File: config.mk
export PLATFORM = sky130hd
export DESIGN_NAME = three_phase_space_vector_pwm_duty_core
export DESIGN_NICKNAME = d
export VERILOG_FILES = /design/src/design/svpwm_pkg.sv /design/src/design/svpwm_scale.sv /design/src/design/three_phase_space_vector_pwm_duty_core.sv
export VERILOG_INCLUDE_DIRS = /design/src /design/src/design
export SDC_FILE = /design/constraint.sdc
export NUM_CORES = 2
export LEC_CHECK = 0
export BUFFER_PORTS_ARGS = -buffer_cell sky130_fd_sc_hd__buf_2
export CORE_MARGIN = 2
export CORE_UTILIZATION = 48
export DETAILED_ROUTE_END_ITERATION = 10
export GPL_ROUTABILITY_DRIVEN = 0
export SLEW_MARGIN = 20
export SYNTH_ARGS = -nofsm -noshare
export SYNTH_HDL_FRONTEND = slang
export SYNTH_SLANG_ARGS = --single-unit
File: constraint.sdc
create_clock -name clk -period 9.95 [get_ports clk]
set_input_delay 0.4975 -clock clk [delete_from_list [all_inputs] [get_ports clk]]
set_output_delay 0.4975 -clock clk [all_outputs]
set_load 0.02 [all_outputs]
File: src/design/three_phase_space_vector_pwm_duty_core_assert.svh
// Assertion macros shared by the space vector PWM duty core.
// Each macro expects signals named clk and rst_n in the scope where it is used.
`ifndef THREE_PHASE_SPACE_VECTOR_PWM_DUTY_CORE_ASSERT_SVH
`define THREE_PHASE_SPACE_VECTOR_PWM_DUTY_CORE_ASSERT_SVH

// Same-cycle implication, checked only outside reset.
`define SVPWM_ASSERT_IMP(lbl, ante, cons, msg) \
  lbl: assert property (@(posedge clk) disable iff (!rst_n) (ante) |-> (cons)) else $error(msg);

// Next-cycle implication, checked only outside reset.
`define SVPWM_ASSERT_NXT(lbl, ante, cons, msg) \
  lbl: assert property (@(posedge clk) disable iff (!rst_n) (ante) |=> (cons)) else $error(msg);

`endif

File: src/design/svpwm_pkg.sv
// Shared widths, constants and types of the space vector PWM duty core.
// No dependencies; imported by every module of the block.
`timescale 1ns / 1ps

package svpwm_pkg;

  localparam int DATA_WIDTH = 16;
  localparam int OUT_W      = 16;
  // Fraction bits of the internal fixed-point format.
  localparam int FRAC_BITS  = DATA_WIDTH - 1 + 16;
  // Widths of alpha * 2^16, of beta / sqrt(3), of the squares and of the duty sums.
  localparam int FA_W       = DATA_WIDTH + 16;
  localparam int FB_W       = DATA_WIDTH + 17;
  localparam int SQ_W       = 2 * DATA_WIDTH;
  localparam int ACC_W      = DATA_WIDTH + 20;

  // round(2^16 / sqrt(3))
  localparam logic [16:0] INV_SQRT3_Q16 = 17'd37837;

  // Sector codes, sector 1 through sector 6.
  localparam logic [2:0] SEC_0 = 3'd0;
  localparam logic [2:0] SEC_1 = 3'd1;
  localparam logic [2:0] SEC_2 = 3'd2;
  localparam logic [2:0] SEC_3 = 3'd3;
  localparam logic [2:0] SEC_4 = 3'd4;
  localparam logic [2:0] SEC_5 = 3'd5;

  typedef logic signed [ACC_W-1:0] acc_t;

  // One in the internal format.
  localparam acc_t ONE_Q = {{(ACC_W - FRAC_BITS - 1){1'b0}}, 1'b1, {FRAC_BITS{1'b0}}};
  // Two in the internal format: the largest legal twice-duty value.
  localparam acc_t TWO_Q = {{(ACC_W - FRAC_BITS - 2){1'b0}}, 1'b1, {(FRAC_BITS + 1){1'b0}}};

  typedef struct packed {
    logic [OUT_W-1:0] duty;
    logic             clamped;
  } scale_res_t;

endpackage

File: src/design/svpwm_scale.sv
// Clamps one twice-duty value to 0..2 and scales it to a 16-bit duty, rounding half up.
// Depends on svpwm_pkg.
`timescale 1ns / 1ps

module svpwm_scale (
  input  svpwm_pkg::acc_t       twice,
  output svpwm_pkg::scale_res_t res
);
  import svpwm_pkg::*;

  localparam int PW = FRAC_BITS + 18;
  localparam logic [PW-1:0] HALF_Q = {{(PW - FRAC_BITS - 1){1'b0}}, 1'b1, {FRAC_BITS{1'b0}}};

  logic [FRAC_BITS+1:0] d;
  logic [PW-1:0]        prod;

  // D * 65535 + one, formed as (D << 16) - D + one.
  assign d    = twice[FRAC_BITS+1:0];
  assign prod = {d, {OUT_W{1'b0}}} - {{OUT_W{1'b0}}, d} + HALF_Q;

  always_comb begin
    if (twice < 0) begin
      res.duty    = '0;
      res.clamped = 1'b1;
    end else if (twice > TWO_Q) begin
      res.duty    = '1;
      res.clamped = 1'b1;
    end else begin
      res.duty    = prod[FRAC_BITS+OUT_W:FRAC_BITS+1];
      res.clamped = 1'b0;
    end
  end

endmodule

File: src/design/three_phase_space_vector_pwm_duty_core.sv
// Three-phase space vector PWM duty core: (alpha, beta) in, three phase duties out.
// One beat per cycle while the output is not stalled by out_ready.
// The rate is set by the four-stage pipeline, each stage advancing whenever the next is open.
// Synchronous active-low reset empties the pipeline; data registers are not reset.
// Depends on svpwm_pkg, svpwm_scale and the assertion macro header.
`timescale 1ns / 1ps

`include "three_phase_space_vector_pwm_duty_core_assert.svh"

module three_phase_space_vector_pwm_duty_core (
  input  logic                                    clk,
  input  logic                                    rst_n,
  input  logic                                    in_valid,
  output logic                                    in_ready,
  input  logic signed [svpwm_pkg::DATA_WIDTH-1:0] in_v_alpha,
  input  logic signed [svpwm_pkg::DATA_WIDTH-1:0] in_v_beta,
  output logic                                    out_valid,
  input  logic                                    out_ready,
  output logic        [svpwm_pkg::OUT_W-1:0]      out_duty_a,
  output logic        [svpwm_pkg::OUT_W-1:0]      out_duty_b,
  output logic        [svpwm_pkg::OUT_W-1:0]      out_duty_c,
  output logic        [2:0]                       out_sector,
  output logic                                    out_overmodulated
);
  import svpwm_pkg::*;

  // Pipeline overview:
  //   stage 1: squares of alpha and beta, beta / sqrt(3), alpha, sign and zero flags of beta.
  //   stage 2: sector from sign and square comparisons; fa + fb, fa - fb and 2 fb.
  //   stage 3: per-sector dwell times t1, t2 and the three twice-duty values.
  //   stage 4: clamp and scale to 16 bits; this register is the output register.
  // Each stage holds a valid bit. A stage loads when it is empty or when the stage
  // after it loads, so bubbles close up and a stalled output does not block
  // upstream stages that still have room.

  // ---------------------------------------------------------------- handshake
  logic v1_r, v2_r, v3_r, v4_r;
  logic v1_nxt, v2_nxt, v3_nxt, v4_nxt;
  logic en1, en2, en3, en4;

  assign en4      = !v4_r || out_ready;
  assign en3      = !v3_r || en4;
  assign en2      = !v2_r || en3;
  assign en1      = !v1_r || en2;
  assign in_ready = en1;

  assign v1_nxt = en1 ? in_valid : v1_r;
  assign v2_nxt = en2 ? v1_r     : v2_r;
  assign v3_nxt = en3 ? v2_r     : v3_r;
  assign v4_nxt = en4 ? v3_r     : v4_r;

  always_ff @(posedge clk) begin
    if (!rst_n) begin
      v1_r <= 1'b0;
      v2_r <= 1'b0;
      v3_r <= 1'b0;
      v4_r <= 1'b0;
    end else begin
      v1_r <= v1_nxt;
      v2_r <= v2_nxt;
      v3_r <= v3_nxt;
      v4_r <= v4_nxt;
    end
  end

  // ---------------------------------------------------------------- stage 1
  // Squares feed the sector test against beta = +-sqrt(3) alpha, which becomes
  // beta^2 versus 3 alpha^2 once the signs are known.
  logic signed [SQ_W-1:0]       aa_s, bb_s;
  logic signed [FB_W-1:0]       fb_nxt;
  logic        [SQ_W-1:0]       aa1_r, bb1_r;
  logic signed [FB_W-1:0]       fb1_r;
  logic signed [DATA_WIDTH-1:0] a1_r;
  logic                         b_zero1_r, b_neg1_r;

  assign aa_s   = SQ_W'(in_v_alpha) * SQ_W'(in_v_alpha);
  assign bb_s   = SQ_W'(in_v_beta) * SQ_W'(in_v_beta);
  assign fb_nxt = FB_W'(in_v_beta) * FB_W'($signed({1'b0, INV_SQRT3_Q16}));

  always_ff @(posedge clk) begin
    if (en1) begin
      aa1_r     <= $unsigned(aa_s);
      bb1_r     <= $unsigned(bb_s);
      fb1_r     <= fb_nxt;
      a1_r      <= in_v_alpha;
      b_zero1_r <= (in_v_beta == '0);
      b_neg1_r  <= in_v_beta[DATA_WIDTH-1];
    end
  end

  // ---------------------------------------------------------------- stage 2
  logic [SQ_W+1:0] aa3, bb_ext;
  logic            bb_lt, bb_le, a_pos, a_neg;
  logic [2:0]      sec_nxt;
  acc_t            fa_ext, fb_ext;
  logic [2:0]      sec2_r;
  acc_t            sum2_r, dif2_r, fb2x2_r;

  assign aa3    = {2'b00, aa1_r} + {1'b0, aa1_r, 1'b0};
  assign bb_ext = {2'b00, bb1_r};
  assign bb_lt  = bb_ext < aa3;
  assign bb_le  = bb_ext <= aa3;
  assign a_neg  = a1_r[DATA_WIDTH-1];
  assign a_pos  = !a1_r[DATA_WIDTH-1] && (a1_r != '0);

  // alpha * 2^16 and beta / sqrt(3), both sign-extended to the sum width.
  assign fa_ext = {{(ACC_W - FA_W){a1_r[DATA_WIDTH-1]}}, a1_r, 16'd0};
  assign fb_ext = {{(ACC_W - FB_W){fb1_r[FB_W-1]}}, fb1_r};

  // Sector edges are inclusive at the lower angle. A vector on the beta = 0 line
  // lands in sector 1 unless alpha is negative (sector 4); the zero vector is
  // sector 1. The negative beta axis falls through to sector 5.
  always_comb begin
    if (b_zero1_r) begin
      sec_nxt = a_neg ? SEC_3 : SEC_0;
    end else if (!b_neg1_r) begin
      if (a_pos && bb_lt) begin
        sec_nxt = SEC_0;
      end else if (a_neg && bb_le) begin
        sec_nxt = SEC_2;
      end else begin
        sec_nxt = SEC_1;
      end
    end else begin
      if (a_neg && bb_lt) begin
        sec_nxt = SEC_3;
      end else if (a_pos && bb_le) begin
        sec_nxt = SEC_5;
      end else begin
        sec_nxt = SEC_4;
      end
    end
  end

  always_ff @(posedge clk) begin
    if (en2) begin
      sec2_r  <= sec_nxt;
      sum2_r  <= fa_ext + fb_ext;
      dif2_r  <= fa_ext - fb_ext;
      fb2x2_r <= fb_ext <<< 1;
    end
  end

  // ---------------------------------------------------------------- stage 3
  // Dwell times per sector, then twice each duty: 1 +- t1 +- t2.
  acc_t       t1, t2, hi, lo, m1, m2;
  acc_t       da_nxt, db_nxt, dc_nxt;
  acc_t       da3_r, db3_r, dc3_r;
  logic [2:0] sec3_r;

  always_comb begin
    case (sec2_r)
      SEC_0: begin
        t1 = dif2_r;
        t2 = fb2x2_r;
      end
      SEC_1: begin
        t1 = sum2_r;
        t2 = -dif2_r;
      end
      SEC_2: begin
        t1 = fb2x2_r;
        t2 = -sum2_r;
      end
      SEC_3: begin
        t1 = -dif2_r;
        t2 = -fb2x2_r;
      end
      SEC_4: begin
        t1 = -sum2_r;
        t2 = dif2_r;
      end
      default: begin
        t1 = -fb2x2_r;
        t2 = sum2_r;
      end
    endcase
  end

  assign hi = ONE_Q + t1 + t2;
  assign lo = ONE_Q - t1 - t2;
  assign m1 = ONE_Q + t1 - t2;
  assign m2 = ONE_Q + t2 - t1;

  // Standard phase assignment: the phase that leads carries all active time.
  always_comb begin
    case (sec2_r)
      SEC_0: begin
        da_nxt = hi;
        db_nxt = m2;
        dc_nxt = lo;
      end
      SEC_1: begin
        da_nxt = m1;
        db_nxt = hi;
        dc_nxt = lo;
      end
      SEC_2: begin
        da_nxt = lo;
        db_nxt = hi;
        dc_nxt = m2;
      end
      SEC_3: begin
        da_nxt = lo;
        db_nxt = m1;
        dc_nxt = hi;
      end
      SEC_4: begin
        da_nxt = m2;
        db_nxt = lo;
        dc_nxt = hi;
      end
      default: begin
        da_nxt = hi;
        db_nxt = lo;
        dc_nxt = m1;
      end
    endcase
  end

  always_ff @(posedge clk) begin
    if (en3) begin
      da3_r  <= da_nxt;
      db3_r  <= db_nxt;
      dc3_r  <= dc_nxt;
      sec3_r <= sec2_r;
    end
  end

  // ---------------------------------------------------------------- stage 4
  // Saturation of any phase raises the overmodulation flag.
  scale_res_t res_a, res_b, res_c;

  svpwm_scale u_scale_a (.twice(da3_r), .res(res_a));
  svpwm_scale u_scale_b (.twice(db3_r), .res(res_b));
  svpwm_scale u_scale_c (.twice(dc3_r), .res(res_c));

  logic [OUT_W-1:0] duty_a4_r, duty_b4_r, duty_c4_r;
  logic [2:0]       sec4_r;
  logic             ovm4_r;

  always_ff @(posedge clk) begin
    if (en4) begin
      duty_a4_r <= res_a.duty;
      duty_b4_r <= res_b.duty;
      duty_c4_r <= res_c.duty;
      sec4_r    <= sec3_r;
      ovm4_r    <= res_a.clamped || res_b.clamped || res_c.clamped;
    end
  end

  assign out_valid         = v4_r;
  assign out_duty_a        = duty_a4_r;
  assign out_duty_b        = duty_b4_r;
  assign out_duty_c        = duty_c4_r;
  assign out_sector        = sec4_r;
  assign out_overmodulated = ovm4_r;

  // ---------------------------------------------------------------- checks
  // An empty output register always opens the input.
  `SVPWM_ASSERT_IMP(a_empty_out_ready, !v4_r, in_ready, "input blocked with output register empty")
  // A completely full pipeline with a stalled output must refuse input.
  `SVPWM_ASSERT_IMP(a_full_stall, v1_r && v2_r && v3_r && v4_r && !out_ready, !in_ready,
                    "input accepted while pipeline full and stalled")
  // A beat leaving stage 3 must show up in the output register.
  `SVPWM_ASSERT_NXT(a_stage3_moves, v3_r && en3, v4_r, "beat lost between stage 3 and output")
  // A blocked stage 2 beat holds its sector.
  `SVPWM_ASSERT_NXT(a_stage2_hold, v2_r && !en3, v2_r && $stable(sec2_r),
                    "stalled stage 2 beat changed")

endmodule
Word level (Yosys, flattened, before mapping)

Cells that the tools add are included.

Add/sub/neg operators: 19
Multipliers: 3
Order comparisons: 8
Equality and inequality tests: 4
Multiplexer cells: 18
Reductions and logical operators: 23

Operator list:

| cell                                                                              | count |
|---|---|
| 36-bit one-hot mux with 5 select lines                                            | 2 |
| 36-bit one-hot mux with 3 select lines                                            | 3 |
| 48-bit by 32-bit adder with 48-bit output, second input constant                  | 3 |
| 48-bit by 33-bit subtractor with 48-bit output                                    | 3 |
| 36-bit by 34-bit greater-than comparator with 1-bit output, second input constant | 3 |
| 36-bit by 1-bit < comparator with 1-bit output, second input constant             | 3 |
| 36-bit subtractor                                                                 | 3 |
| 33-bit by 36-bit adder with 36-bit output, first input constant                   | 2 |
| 36-bit negator                                                                    | 2 |
| 32-bit by 33-bit adder with 34-bit output                                         | 2 |
| 16-bit by 16-bit multiplier with 32-bit output                                    | 2 |
| 17-bit two-way mux                                                                | 3 |
| 36-bit adder                                                                      | 1 |
| 34-bit negator with 36-bit output                                                 | 1 |
| 33-bit by 36-bit subtractor with 36-bit output, first input constant              | 1 |
| 32-bit by 34-bit less-or-equal comparator with 1-bit output                       | 1 |
| 32-bit by 34-bit < comparator with 1-bit output                                   | 1 |
| 32-bit by 33-bit subtractor with 34-bit output                                    | 1 |
| 16-bit by 17-bit multiplier with 33-bit output, second input constant             | 1 |
| 16-bit zero test                                                                  | 1 |
| 16-bit nonzero test                                                               | 1 |
| 3-bit two-way mux                                                                 | 3 |
| 2-bit OR reduction                                                                | 4 |
| 3-bit by 2-bit == test with 1-bit output, second input constant                   | 2 |
| 8 further kinds                                                                   | 26 |

Bits in registers: 390
Output and inout port bits: 54
Word-level logic and storage cells: 98

Depth between registers and ports, before layout

Depth after elaboration: 7
Mapped depth: 30

Modules after synthesis

Synthesis repeated with hierarchy kept, for this count alone.

Cell total of the unflattened synthesis: 6,731
Area total of the unflattened synthesis: 59,662.2 um^2

Modules (own cells, without submodules):

| module                                 | times used | cells each | area each (um^2) | seq. area each (um^2) |
|---|---|---|---|---|
| three_phase_space_vector_pwm_duty_core | 1          | 5,936      | 53,806.6         | 10,920.5 |
| svpwm_scale                            | 3          | 265        | 1,951.9          | 0.0 |

Least setup slack after synthesis

No wires, ideal clock.

Path kind: input to register
Start: in in_v_alpha[5] (netlist bit)
End: reg aa1_r[25] (data pin)
Library setup time: 0.258 ns
Data arrival time: 6.573 ns
Required time: 9.692 ns
Setup slack: 3.118 ns
Stages on the path: 23
Cells stage by stage: clkbuf_1 > clkbuf_1 > nand2_1 > fa_1 > fa_1 > fa_1 > inv_1 > fa_1 > fa_1 > inv_1 > fa_1 > inv_1 > ha_1 > nand2_1 > o21ai_0 > a211oi_1 > o311ai_0 > a21oi_1 > nor2b_1 > nor4_1 > o41ai_1 > a21oi_1 > xnor2_1

Word-level cells in the longest chain between the ends: 1

Ends and longest elaborated chain:

| what                                           | line                                         | source |
|---|---|---|
| start, declared                                | three_phase_space_vector_pwm_duty_core.sv:15 | `input logic signed [svpwm_pkg::DATA_WIDTH-1:0] in_v_alpha,` |
| 16-bit by 16-bit multiplier with 32-bit output | three_phase_space_vector_pwm_duty_core.sv:76 | `assign aa_s = SQ_W'(in_v_alpha) * SQ_W'(in_v_alpha);` |
| net aa_s[25]                                   | three_phase_space_vector_pwm_duty_core.sv:69 | `logic signed [SQ_W-1:0] aa_s, bb_s;` |
| end signal, assigned                           | three_phase_space_vector_pwm_duty_core.sv:82 | `aa1_r <= $unsigned(aa_s);` |
| end, declared                                  | three_phase_space_vector_pwm_duty_core.sv:71 | `logic [SQ_W-1:0] aa1_r, bb1_r;` |

The timed path passes the listed nets, and every way through them passes these cells.
A chain may end at the register's enable or synchronous reset.

Worst setup path in the final report

Start: reg sec2_r[1]
End: reg dc3_r[33] (data pin)

Word-level cells in the longest chain between the ends: 5
Elaborated cells on any way between the ends: 17
Classes of those cells: add/sub: 7; eq/ne: 4; mux: 3; reduce/logical: 3

Ends and longest elaborated chain:

| what                                                                    | line                                                                                         | source |
|---|---|---|
| start, declared                                                         | three_phase_space_vector_pwm_duty_core.sv:96                                                 | `logic [2:0] sec2_r;` |
| start signal, assigned                                                  | three_phase_space_vector_pwm_duty_core.sv:137                                                | `sec2_r <= sec_nxt;` |
| 3-bit == test, or another cell as far along                             | three_phase_space_vector_pwm_duty_core.sv:152, three_phase_space_vector_pwm_duty_core.sv:187 |  |
| 36-bit one-hot mux with 5 select lines                                  | three_phase_space_vector_pwm_duty_core.sv:152                                                | `case (sec2_r)` |
| 33-bit by 36-bit adder with 36-bit output, or another cell as far along | three_phase_space_vector_pwm_duty_core.sv:180, three_phase_space_vector_pwm_duty_core.sv:182 |  |
| 36-bit subtractor, or another cell as far along                         | three_phase_space_vector_pwm_duty_core.sv:182                                                | `assign m1 = ONE_Q + t1 - t2;` |
| 36-bit one-hot mux with 3 select lines (*)                              | three_phase_space_vector_pwm_duty_core.sv:187                                                | `case (sec2_r)` |
| net dc_nxt[33]                                                          | three_phase_space_vector_pwm_duty_core.sv:147                                                | `acc_t da_nxt, db_nxt, dc_nxt;` |
| end signal, assigned                                                    | three_phase_space_vector_pwm_duty_core.sv:225                                                | `dc3_r <= dc_nxt;` |
| end, declared                                                           | three_phase_space_vector_pwm_duty_core.sv:148                                                | `acc_t da3_r, db3_r, dc3_r;` |

The timed path passes the listed nets; every way through them passes the cells marked *.

==> impl_metrics.json <==
{
  "status": "finished, final reports clean",
  "final_cell_mix": "1064 x inv_1, 807 x ha_1, 549 x fa_1",
  "cts_tree": "yes",
  "ios": 90,
  "wl_per_cell_um": 20.1,
  "ys_top_cells_by_area": "fa_1 19%, edfxtp_1 19%, ha_1 17%",
  "cts_setup_buffers": 0,
  "rsz0062_at_grt": "no",
  "layout_min_cycle_time_ns": 7.68,
  "slew_headroom_pct": 17.8,
  "post_drt_via_cell_ratio": 5.65,
  "grt_pass1_wl_um": 258000,
  "cts_hold_buf": 0,
  "dp_slack_ns": 2.16,
  "synth_area_leader_cell": "fa_1",
  "grt_usage_pct": 26.7,
  "timing.final.ws_setup_ns": 2.27,
  "tightest_slew_ns": 1.22,
  "die_y_um": 351,
  "cts-htree-levels": 2,
  "drv_slew": 0,
  "post_cts_resize_count": 0,
  "start_kind": "flop",
  "netlist_instances": 6472,
  "syn-num-nets": 7864,
  "numPortBuffers": 89,
  "syn_avg_cell_area_um2": 8.95,
  "path_clk_slew_ns": 0.07,
  "maxCapViolCount": 0,
  "first_iter_violations": 3639,
  "drc_errors": 0,
  "numCtsBuffers": 44,
  "hpwlAfterDp_um": 131000,
  "max_freq_mhz": 130,
  "initial_core_util_pct": 48.3,
  "synth_cell_types": 112,
  "insertion_delay_ns": 0.62,
  "max_stage_delay_ns": 0.95,
  "routed_wl_um": 163000,
  "ys.flop_type": "edfxtp_1",
  "tns_ns": 0,
  "cp.arrival_ns": 8.04,
  "synth_top_area_share_pct": 19.0,
  "rows": 127,
  "synth_seq_cells": 365,
  "antenna_found_initial": 2,
  "crit_chain": "buf_4 -> or2_4 -> buf_4 -> nor2_1 -> a21oi_1 -> nor2_1 -> o211ai_1 -> o21a_1 -> ha_1 -> ha_1 -> a21o_1 -> a221o_1 -> a31oi_1 -> a31oi_1 -> a41oi_1 -> o31ai_1 -> o41ai_1 -> o21ai_0 -> a21oi_1 -> xor2_1 -> o22ai_1 -> o31a_1",
  "setup_viol": 0,
  "drt-pass1-iter-count": 8,
  "path_class": "flop to flop",
  "synth_edf_count": 361,
  "die-width_um": 351,
  "synth_area_mm2": 0.0579,
  "coreArea_mm2": 0.120,
  "drive_gt1_share_pct": 5.41,
  "detail-route-antenna-nets": 0,
  "clock_sinks": 365,
  "cts_buffer_depth": 3,
  "slowest_stage": "edfxtp_1",
  "async_flop_share_pct": 0,
  "final_common_cell": "inv_1",
  "layout.nets": 7829,
  "die-area_mm2": 0.123,
  "cts_root_buf": "clkbuf_16",
  "cp-end-kind": "flop",
  "grt_overflow": 0,
  "critical_path.max_fanout": 58,
  "holdWs_ns": 0.128,
  "yosysSeqAreaShare_pct": 18.9,
  "synth_warnings": 0,
  "grt_pass1_vias": 46295,
  "grt_max_degree": 122,
  "post-route-period-util_pct": 77.2,
  "finalHoldViolCount": 0,
  "vias": 45662,
  "min_path_type": "input port to flop",
  "syn_to_final_growth_pct": 6.09,
  "clock_skew_ns": 0.0360,
  "critPathRequiredTime_ns": 10.31
}
[state kept, by name, indices dropped and copies added (netlist names), 17 cells and up]
signal / flops
fb1_r: 32
dc3_r: 36
bb1_r: 31
da3_r: 36
db3_r: 36
aa1_r: 31
fb2x2_r: 17
dif2_r: 33
sum2_r: 34
[layout make-up]
type / instances / area (um2)
fillers: 11388 / 58400
multi-input cells: 4808 / 42200
flip-flops and latches: 365 / 10900
inverters: 1081 / 4060
well taps: 1612 / 2020
clock buffers: 50 / 1170
repair buffers: 137 / 818
clock inverters: 30 / 313
diodes: 1 / 2.50
[critical path: cells and delay by family, from the launching register on]
kind / cells / cell delay [ns]
simple gates: 3 / 0.73
fa+ha+maj: 2 / 0.74
buf+inv: 2 / 1.07
flops: 1 / 0.95
xor+xnor: 1 / 0.26
compound gates: 14 / 3.65
[cells in the mapped netlist, types with 16 or more instances]
master	number
inv_1	1067
o22a_1	17
a21oi_1	462
or3_1	41
o21ai_0	290
a211o_1	16
a22oi_1	33
and2_1	53
nor3_1	95
nand2_1	431
buf_1	39
nand4_1	32
a211oi_1	52
a21o_1	135
o22ai_1	28
o221ai_1	18
mux2i_1	40
nor2_1	488
ha_1	807
a221oi_1	39
nor2b_1	62
xnor2_1	307
o31ai_1	26
xor2_1	118
clkbuf_1	169
nor4_1	47
o21bai_1	47
or4_1	23
o21a_1	57
and3_1	20
a31oi_1	41
nand2b_1	49
a22o_1	17
fa_1	549
o211ai_1	42
edfxtp_1	361
or2_2	33
nand3_1	59
[final timing paths]
check | from | endpoint | slack (ns) | cells past startpoint
hold reg to reg | sec3_r[1] | out_sector[1] | 0.42 | 0
setup reg to reg | sec2_r[1] | dc3_r[33] | 2.27 | 22
setup / recovery | sec2_r[1] | dc3_r[33] | 2.27 | 22
hold / removal | in_valid | v1_r | 0.13 | 3
[cell families (layout without fill, tap and decap cells)]
group / Yosys count / after routing / share of synthesized area (%)
AO/OA/AOI/OAI: 1486 / 1486 / 16.7
multiplexers: 52 / 52 / 0.950
adder cells (fa/ha/maj): 1360 / 1360 / 36.5
buffers and inverters: 1299 / 1298 / 8.46
flip-flops: 365 / 365 / 18.9
AND/OR/NAND/NOR: 1479 / 1479 / 12.0
XOR/XNOR: 430 / 430 / 6.57
other: 1 / 2 / 0.00647
[layer usage]
metal,vias up,global-route usage [%],share of wire [%]
li1,21888,-,-
met1,22048,32.0,40
met2,1367,47.8,50
met3,355,2.84,4.9
met4,4,13.1,5.5
met5,-,0,0.017
[metrics by stage]
stage	area [um2]	instances	utilization, %
6_report	61500	8084	51.3
5_1_grt	61500	8083	51.3
4_1_cts	61500	8083	51.3
3_5_place_dp	60000	8003	50.1
3_3_place_gp	60000	8003	50.1
2_1_floorplan	57900	6472	-
Power is not shown: default switching activity piles up to over one toggle a cycle in this logic, so the estimate is an artifact.
